### src/hdl/lir_pkg.sv
// Shared constants and types for the linear interpolation resampler.
package lir_pkg;

  localparam int SAMPLE_W  = 16;
  localparam int STEP_W    = 21;
  localparam int FRAC_BITS = 16;
  localparam int PHASE_W   = FRAC_BITS + 5;
  localparam int CMP_W     = (STEP_W > PHASE_W) ? STEP_W : PHASE_W;
  localparam int CNT_W     = $clog2(FRAC_BITS + 1);
  localparam int ACC_W     = SAMPLE_W + 2;

  localparam logic [PHASE_W-1:0] ONE      = PHASE_W'(1) << FRAC_BITS;
  localparam logic [PHASE_W-1:0] TWO      = ONE << 1;
  localparam logic [PHASE_W-1:0] STEP_MIN = ONE >> 5;
  localparam logic [PHASE_W-1:0] STEP_MAX = ONE << 4;
  localparam logic [STEP_W-1:0]  STEP_RESET = STEP_W'(64'(1) << FRAC_BITS);

  typedef logic signed [SAMPLE_W-1:0] sample_t;
  typedef logic [STEP_W-1:0] step_t;
  typedef logic [PHASE_W-1:0] phase_t;
  typedef logic [FRAC_BITS-1:0] frac_t;

  typedef struct packed {
    logic busy;
    logic done;
  } mac_stat_t;

endpackage

### src/hdl/lir_if.sv
// Request channel interfaces for source samples and resampled results.
interface lir_in_if;
  logic              valid;
  logic              ready;
  lir_pkg::sample_t  sample;
  logic              final_sample;

  modport source (output valid, output sample, output final_sample, input ready);
  modport sink (input valid, input sample, input final_sample, output ready);
endinterface

interface lir_out_if;
  logic              valid;
  logic              ready;
  lir_pkg::sample_t  out_sample;
  logic              run_last;
  logic              stream_done;

  modport source (output valid, output out_sample, output run_last, output stream_done,
                  input ready);
  modport sink (input valid, input out_sample, input run_last, input stream_done,
                output ready);
endinterface

### src/hdl/lir_mac.sv
// Bit-serial interpolator that forms s0 + (s1 - s0) * frac, truncated toward zero.
module lir_mac (
  input  logic               clk,
  input  logic               rst,
  input  logic               start,
  input  lir_pkg::sample_t   s0,
  input  lir_pkg::sample_t   s1,
  input  lir_pkg::frac_t     frac,
  output lir_pkg::mac_stat_t stat,
  output lir_pkg::sample_t   result
);

  logic                                busy;
  logic                                done;
  logic [lir_pkg::CNT_W-1:0]           cnt;
  logic signed [lir_pkg::SAMPLE_W:0]   diff;
  lir_pkg::frac_t                      mcand;
  lir_pkg::sample_t                    s0_reg;
  logic signed [lir_pkg::ACC_W-1:0]    hi;
  lir_pkg::frac_t                      lo;
  logic signed [lir_pkg::ACC_W-1:0]    sum;
  logic signed [lir_pkg::ACC_W-1:0]    quot;
  logic signed [lir_pkg::ACC_W-1:0]    res;

  always_comb begin
    sum  = hi + (mcand[0] ? lir_pkg::ACC_W'(diff) : '0);
    quot = lir_pkg::ACC_W'(s0_reg) + hi;
    res  = quot + lir_pkg::ACC_W'(quot[lir_pkg::ACC_W-1] && (|lo));
  end

  always_ff @(posedge clk) begin
    if (rst) begin
      busy <= 1'b0;
      done <= 1'b0;
    end else begin
      done <= 1'b0;
      if (start) begin
        busy   <= 1'b1;
        cnt    <= lir_pkg::CNT_W'(lir_pkg::FRAC_BITS);
        diff   <= (lir_pkg::SAMPLE_W+1)'(s1) - (lir_pkg::SAMPLE_W+1)'(s0);
        mcand  <= frac;
        s0_reg <= s0;
        hi     <= '0;
        lo     <= '0;
      end else if (busy) begin
        if (cnt != '0) begin
          hi    <= sum >>> 1;
          lo    <= {sum[0], lo[lir_pkg::FRAC_BITS-1:1]};
          mcand <= mcand >> 1;
          cnt   <= cnt - 1'b1;
        end else begin
          result <= res[lir_pkg::SAMPLE_W-1:0];
          done   <= 1'b1;
          busy   <= 1'b0;
        end
      end
    end
  end

  assign stat.busy = busy;
  assign stat.done = done;

endmodule

### src/hdl/linear_interp_resampler.sv
// Top level of the linear interpolation sample-rate converter.
//  Channel   Direction  Carries
//  src       in         sample, final_sample
//  dst       out        out_sample, run_last, stream_done
//  cfg_wr_*  in         phase_step, written whenever cfg_wr_en is high
// The first sample of a stream gives no result unless it is also the final sample.
// Each interpolated result is formed by the bit-serial multiplier that consumes one
// phase bit per cycle; end-of-stream results repeat the held sample without it.
// A new request is taken only when the previous one has produced all its results.
// A held result in the output register stalls the next result and, with it, the input.
// Reset is synchronous and returns the block to the start of a new stream.
module linear_interp_resampler (
  input  logic                 clk,
  input  logic                 rst,
  input  logic                 cfg_wr_en,
  input  lir_pkg::step_t       cfg_wr_data,
  lir_in_if.sink               src,
  lir_out_if.source            dst
);

  typedef enum logic [2:0] {
    IDLE,
    CHECK_I,
    MUL,
    EMIT_I,
    FLUSH
  } state_t;

  state_t             state;
  lir_pkg::step_t     step_reg;
  lir_pkg::phase_t    step_eff;
  lir_pkg::phase_t    phase;
  lir_pkg::phase_t    phase_next;
  lir_pkg::sample_t   held;
  lir_pkg::sample_t   cur_sample;
  logic               cur_final;
  logic               have_held;
  logic               out_valid;
  lir_pkg::sample_t   out_sample;
  logic               run_last;
  logic               stream_done;
  logic               out_free;
  logic               out_load;
  logic               mac_start;
  lir_pkg::mac_stat_t mac_stat;
  lir_pkg::sample_t   mac_result;

  always_comb begin
    if (lir_pkg::CMP_W'(step_reg) < lir_pkg::CMP_W'(lir_pkg::STEP_MIN)) begin
      step_eff = lir_pkg::STEP_MIN;
    end else if (lir_pkg::CMP_W'(step_reg) > lir_pkg::CMP_W'(lir_pkg::STEP_MAX)) begin
      step_eff = lir_pkg::STEP_MAX;
    end else begin
      step_eff = lir_pkg::PHASE_W'(step_reg);
    end
  end

  assign phase_next = phase + step_eff;
  assign out_free   = !out_valid || dst.ready;
  assign out_load   = ((state == EMIT_I) || ((state == FLUSH) && (phase < lir_pkg::ONE))) &&
                      out_free;
  assign mac_start  = (state == CHECK_I) && (phase < lir_pkg::ONE);

  lir_mac u_mac (
    .clk    (clk),
    .rst    (rst),
    .start  (mac_start),
    .s0     (held),
    .s1     (cur_sample),
    .frac   (phase[lir_pkg::FRAC_BITS-1:0]),
    .stat   (mac_stat),
    .result (mac_result)
  );

  always_ff @(posedge clk) begin
    if (rst) begin
      state     <= IDLE;
      step_reg  <= lir_pkg::STEP_RESET;
      phase     <= '0;
      held      <= '0;
      have_held <= 1'b0;
      out_valid <= 1'b0;
    end else begin
      if (cfg_wr_en) begin
        step_reg <= cfg_wr_data;
      end
      if (out_valid && dst.ready && !out_load) begin
        out_valid <= 1'b0;
      end
      case (state)
        IDLE: begin
          if (src.valid) begin
            if (have_held) begin
              cur_sample <= src.sample;
              cur_final  <= src.final_sample;
              state      <= CHECK_I;
            end else begin
              held      <= src.sample;
              have_held <= 1'b1;
              phase     <= '0;
              state     <= src.final_sample ? FLUSH : IDLE;
            end
          end
        end
        CHECK_I: begin
          if (phase < lir_pkg::ONE) begin
            state <= MUL;
          end else begin
            phase <= phase - lir_pkg::ONE;
            held  <= cur_sample;
            state <= cur_final ? FLUSH : IDLE;
          end
        end
        MUL: begin
          if (mac_stat.done) begin
            state <= EMIT_I;
          end
        end
        EMIT_I: begin
          if (out_free) begin
            out_valid   <= 1'b1;
            out_sample  <= mac_result;
            stream_done <= cur_final;
            run_last    <= (phase_next >= lir_pkg::ONE) &&
                           (!cur_final || (phase_next >= lir_pkg::TWO));
            phase       <= phase_next;
            state       <= CHECK_I;
          end
        end
        FLUSH: begin
          if (phase >= lir_pkg::ONE) begin
            held      <= '0;
            phase     <= '0;
            have_held <= 1'b0;
            state     <= IDLE;
          end else if (out_free) begin
            out_valid   <= 1'b1;
            out_sample  <= held;
            stream_done <= 1'b1;
            run_last    <= phase_next >= lir_pkg::ONE;
            phase       <= phase_next;
          end
        end
        default: begin
          state <= IDLE;
        end
      endcase
    end
  end

  assign src.ready       = (state == IDLE);
  assign dst.valid       = out_valid;
  assign dst.out_sample  = out_sample;
  assign dst.run_last    = run_last;
  assign dst.stream_done = stream_done;

  a_ready_mac_idle: assert property (@(posedge clk) disable iff (rst)
    src.ready |-> !mac_stat.busy)
    else $error("input taken while the multiplier is busy");

  a_done_in_mul: assert property (@(posedge clk) disable iff (rst)
    mac_stat.done |-> (state == MUL))
    else $error("multiplier finished outside its wait state");

  a_idle_phase_bound: assert property (@(posedge clk) disable iff (rst)
    (state == IDLE) |-> (phase <= lir_pkg::STEP_MAX))
    else $error("phase out of range between requests");

  a_fresh_phase: assert property (@(posedge clk) disable iff (rst)
    ((state == IDLE) && !have_held) |-> (phase == '0))
    else $error("phase not cleared at stream start");

endmodule

### src/flat_wrapper.sv
// flat-port wrapper written by rule: the top's interface ports become plain ports
module linear_interp_resampler_flat 
  (clk, rst, cfg_wr_en, cfg_wr_data, src_valid, src_sample, src_final_sample, src_ready, dst_valid, dst_out_sample, dst_run_last, dst_stream_done, dst_ready);
  lir_in_if src_i ();
  lir_out_if dst_i ();
  input  logic clk;
  input  logic rst;
  input  logic cfg_wr_en;
  input  lir_pkg::step_t cfg_wr_data;
  input wire logic [$bits(src_i.valid)-1:0] src_valid;
  input wire logic [$bits(src_i.sample)-1:0] src_sample;
  input wire logic [$bits(src_i.final_sample)-1:0] src_final_sample;
  output wire logic [$bits(src_i.ready)-1:0] src_ready;
  output wire logic [$bits(dst_i.valid)-1:0] dst_valid;
  output wire logic [$bits(dst_i.out_sample)-1:0] dst_out_sample;
  output wire logic [$bits(dst_i.run_last)-1:0] dst_run_last;
  output wire logic [$bits(dst_i.stream_done)-1:0] dst_stream_done;
  input wire logic [$bits(dst_i.ready)-1:0] dst_ready;
  assign src_i.valid = src_valid;
  assign src_i.sample = src_sample;
  assign src_i.final_sample = src_final_sample;
  assign src_ready = src_i.ready;
  assign dst_valid = dst_i.valid;
  assign dst_out_sample = dst_i.out_sample;
  assign dst_run_last = dst_i.run_last;
  assign dst_stream_done = dst_i.stream_done;
  assign dst_i.ready = dst_ready;
  linear_interp_resampler u_core (.clk(clk), .rst(rst), .cfg_wr_en(cfg_wr_en), .cfg_wr_data(cfg_wr_data), .src(src_i), .dst(dst_i));
endmodule
### config.mk
export PLATFORM = sky130hd
export DESIGN_NAME = linear_interp_resampler_flat
export DESIGN_NICKNAME = d
export VERILOG_FILES = /design/src/hdl/lir_pkg.sv /design/src/hdl/lir_if.sv /design/src/hdl/lir_mac.sv /design/src/hdl/linear_interp_resampler.sv /design/src/flat_wrapper.sv
export SDC_FILE = /design/constraint.sdc
export NUM_CORES = 1
export LEC_CHECK = 0
export ABC_AREA = 1
export BUFFER_PORTS_ARGS = -buffer_cell sky130_fd_sc_hd__buf_2
export CAP_MARGIN = 20
export CORE_MARGIN = 2
export CORE_UTILIZATION = 60
export CTS_CLUSTER_DIAMETER = 150
export DETAILED_ROUTE_END_ITERATION = 8
export PLACE_DENSITY_LB_ADDON = 0.08
export REMOVE_ABC_BUFFERS = 1
export SYNTH_ARGS = -nofsm -noshare
export SYNTH_HDL_FRONTEND = slang
export SYNTH_SLANG_ARGS = --single-unit
### constraint.sdc
create_clock -name clk -period 9.95 [get_ports clk]
set_input_delay 0.995 -clock clk [delete_from_list [all_inputs] [get_ports clk]]
set_output_delay 0.995 -clock clk [all_outputs]
set_load 0.05 [all_outputs]
==> results by group <==
CTS
  – TritonCTS clock tree: yes
  – H-Tree Depth: 1
  – Later-pin clock latency in the skew report: 510 ps
  – Clock-pin slew on the worst setup and hold paths: 60 ps
  – Max clock buf depth: 3
  – Setup bufs post-CTS: 0
  – Hold buffers post-CTS: 0
  – CTS root buf: clkbuf_16
  – TritonCTS buffer count: 22
  – CTS resizes: 0
  – Sink Count: 203

Critical path
  – Data required, critical path: 10190 ps
  – Startpoint class of the critical path: flip-flop
  – CP max FO: 6
  – Worst r2r src: u_core.u_mac.hi[2]
  – Critical Path Start: u_core.u_mac.hi[2]
  – Kind of critical path: reg -> reg
  – Endpoint class of the critical path: flip-flop
  – Worst path arrival time: 3880 ps

Route
  – DR WL met2: 14.63 mm
  – Drt pass-1 iters: 5
  – Routed wire per std cell: 16.48 um
  – M1 WL: 14.12 mm
  – Met3 routed WL: 1.816 mm
  – DRC Markers: 0
  – Routed via count divided by cell count: 5.536
  – Final WL: 31.47 mm
  – Vias: 10570
  – DRT antenna net count: 0
  – Highest metal used: met4
  – Starting DRT DRC Count: 825

STA
  – Slew at the pin closest to its max-slew limit: 990.4 ps
  – Final Hold Vio Count: 0
  – Fin crit period: 3639 ps
  – Max Slew Vio Count: 0
  – Post-Route Setup TNS: 0 ps
  – PnR worst setup slack: 6311 ps
  – Setup Skew: 11.98 ps
  – Slew margin rel.: 0.3374
  – Finish-stage setup viols: 0
  – RSZ-0062 raised after global routing: false
  – Final Cycle Share: 0.3657
  – Max Clk Rate: 274.8 MHz

Worst hold path
  – Hold Crit Start: u_core.held[11]
  – Min-delay worst type: reg -> reg

Floorplan
  – Num rows: 52
  – Die area: 21700 sq um
  – I/O Pins: 63
  – Starting Density: 0.6111
  – Die height: 147.3 um
  – Die width: 147.3 um
  – Core footprint: 20170 sq um

Pwr
  – Pwr Density: 231.4 nW/um^2
  – VDD IR-drop max: 0.1378 mV
  – Leak: 6.187 nW

GRT
  – Gr usage total: 0.2915
  – First-pass GRT wire length: 50.44 mm
  – Initial antenna violation count: 0
  – Largest net degree at the start of global routing: 55
  – Grt ovf: 0
  – Vias in the first global route: 9917

Synthesis
  – Post-synthesis sequential area ratio: 0.4418
  – Synth Area in Simple Gates: 0.2347
  – Top FF cell, synth: edfxtp_1
  – XOR/XNOR Fraction of Synth Area: 0.02903
  – Gate Count Post-Synth: 1567
  – Post-synthesis cell area: 12330 sq um
  – Mux cell area share after synthesis: 0.0009136
  – Top post-synthesis cells by area: edfxtp_1, nand2_1, dfxtp_1
  – Adder-Cell Fraction of Synth Area: 0.08263
  – Largest family of logic cells by synthesized area: simple AND/OR/NAND/NOR gates
  – Synth Area in Compound Gates: 0.1287
  – Post-synth ARST share: 0
  – Largest area contributor in the netlist: edfxtp_1
  – Avg Cell Area, Syn: 7.866 sq um
  – Synth unique cells: 43
  – EDFF count, synth: 138
  – Syn. warnings: 0
  – #FFs+latches synth: 203
  – Synth top area share: 0.3362

Placed design
  – Port bufs: 62
  – Detailed-placement wirelength estimate: 23.94 mm
  – Gp weighted congestion: 0.9814
  – Post-Place Setup Slack: 6374 ps

Finish
  – Commonest non-fill, non-tap cells in the layout: nand2_1, inv_1, a21oi_1, edfxtp_1, nor2_1
  – Area Overhead vs Synth: 10.30%
  – Antenna Cells: 0
  – Share of layout cells above drive strength 1: 0.08963
  – Most common cell after layout, fill and taps aside: nand2_1
  – Nets: 1746
  – Fillers: 1780

Run
  – Max-cap violations: 0

Status
  – Outcome: finished, final reports clean
[final timing paths]
| path | slack, ps | cells after the start | end |
|---|---|---|---|
| worst max-delay path | 6310 | 20 | u_core.u_mac.result[9] |
| worst min-delay path | 430 | 0 | u_core.u_mac.s0_reg[11] |
| worst max register to register | 6310 | 20 | u_core.u_mac.result[9] |
| worst min register to register | 430 | 0 | u_core.u_mac.s0_reg[11] |
[report_power, final]
part	switching, mW	leakage, nW	internal, mW
clock network	0.319	0.315	0.435
logic	0.841	4.09	0.376
registers	0.0832	1.79	1.09
total	1.24	6.19	1.90
[per-layer routing]
layer / global-route usage / up-vias
li1: - / 5342
met1: 0.3976 / 4907
met2: 0.4808 / 274
met3: 0.04752 / 50
met4: 0.08990 / 0
met5: 0 / -
[critical path: stages (launching register included)]
cell and delay (ps):
edfxtp_1 470, ha_1 430, nand2_1 110, nand3_2 140, nand2_2 60, nand2_2 120, nand3_1 110, nand2_1 100
nand2_1 50, nand3_1 80, o21ai_0 80, a21oi_1 240, ha_1 220, nand2_1 60, nor2_1 280, nand2_1 120
nor2_2 200, nand2_2 90, nor2_4 150, nand3_2 90, xnor2_1 150
[synthesized netlist by cell type, types with 2 or more instances]
cell type  count
nand2_1      370
inv_1        221
a21oi_1      146
edfxtp_1     138
nor2_1       134
o21ai_0       87
nand3_1       85
ha_1          75
dfxtp_1       65
o21ai_1       34
clkbuf_1      29
nand4_1       26
xor2_1        23
nor3_1        20
nand2_2       15
xnor2_1       11
nor4_1         9
o211ai_1       7
buf_2          6
inv_2          6
o21a_1         5
a21o_1         4
buf_1          4
fa_1           4
nand3_2        4
nor2_4         4
or2_2          4
a211oi_1       3
nand3b_1       3
o21bai_1       3
o22ai_1        3
o31ai_1        3
a22oi_1        2
a31oi_1        2
clkinv_1       2
nor2_2         2
xor2_2         2
[kinds of logic after synthesis]
family                   count (synthesis)
AO/OA/AOI/OAI                          301
XOR/XNOR                                37
adder cells (fa/ha/maj)                 79
buffers and inverters                  268
flip-flops                             203
multiplexers                             1
AND/OR/NAND/NOR                        678
[per-stage QoR]
stage / instances / utilization / hold slack (ps) / power, mW / instance area, sq um
2_1_floorplan: 1528 / - / 408.2 / 2.053 / 12170
3_3_place_gp: 1869 / 0.6406 / 410.3 / 2.368 / 12920
3_5_place_dp: 1869 / 0.6406 / 414.6 / 2.387 / 12920
4_1_cts: 1909 / 0.6733 / 427.6 / 3.146 / 13580
5_1_grt: 1910 / 0.6741 / 439.4 / 3.358 / 13600
6_report: 1910 / 0.6741 / 429.3 / 3.146 / 13600
[layout make-up]
cell class / count / area (sq um) / share of cell area
flip-flops and latches: 203 / 5445 / 0.4005
well taps: 270 / 337.8 / 0.02485
multi-input cells: 1096 / 5901 / 0.4340
clock buffers: 36 / 634.4 / 0.04666
repair buffers: 72 / 392.9 / 0.02890
clock inverters: 4 / 25.02 / 0.001841
inverters: 229 / 859.6 / 0.06322
No activity file was read; power rests on OpenSTA's default activity.
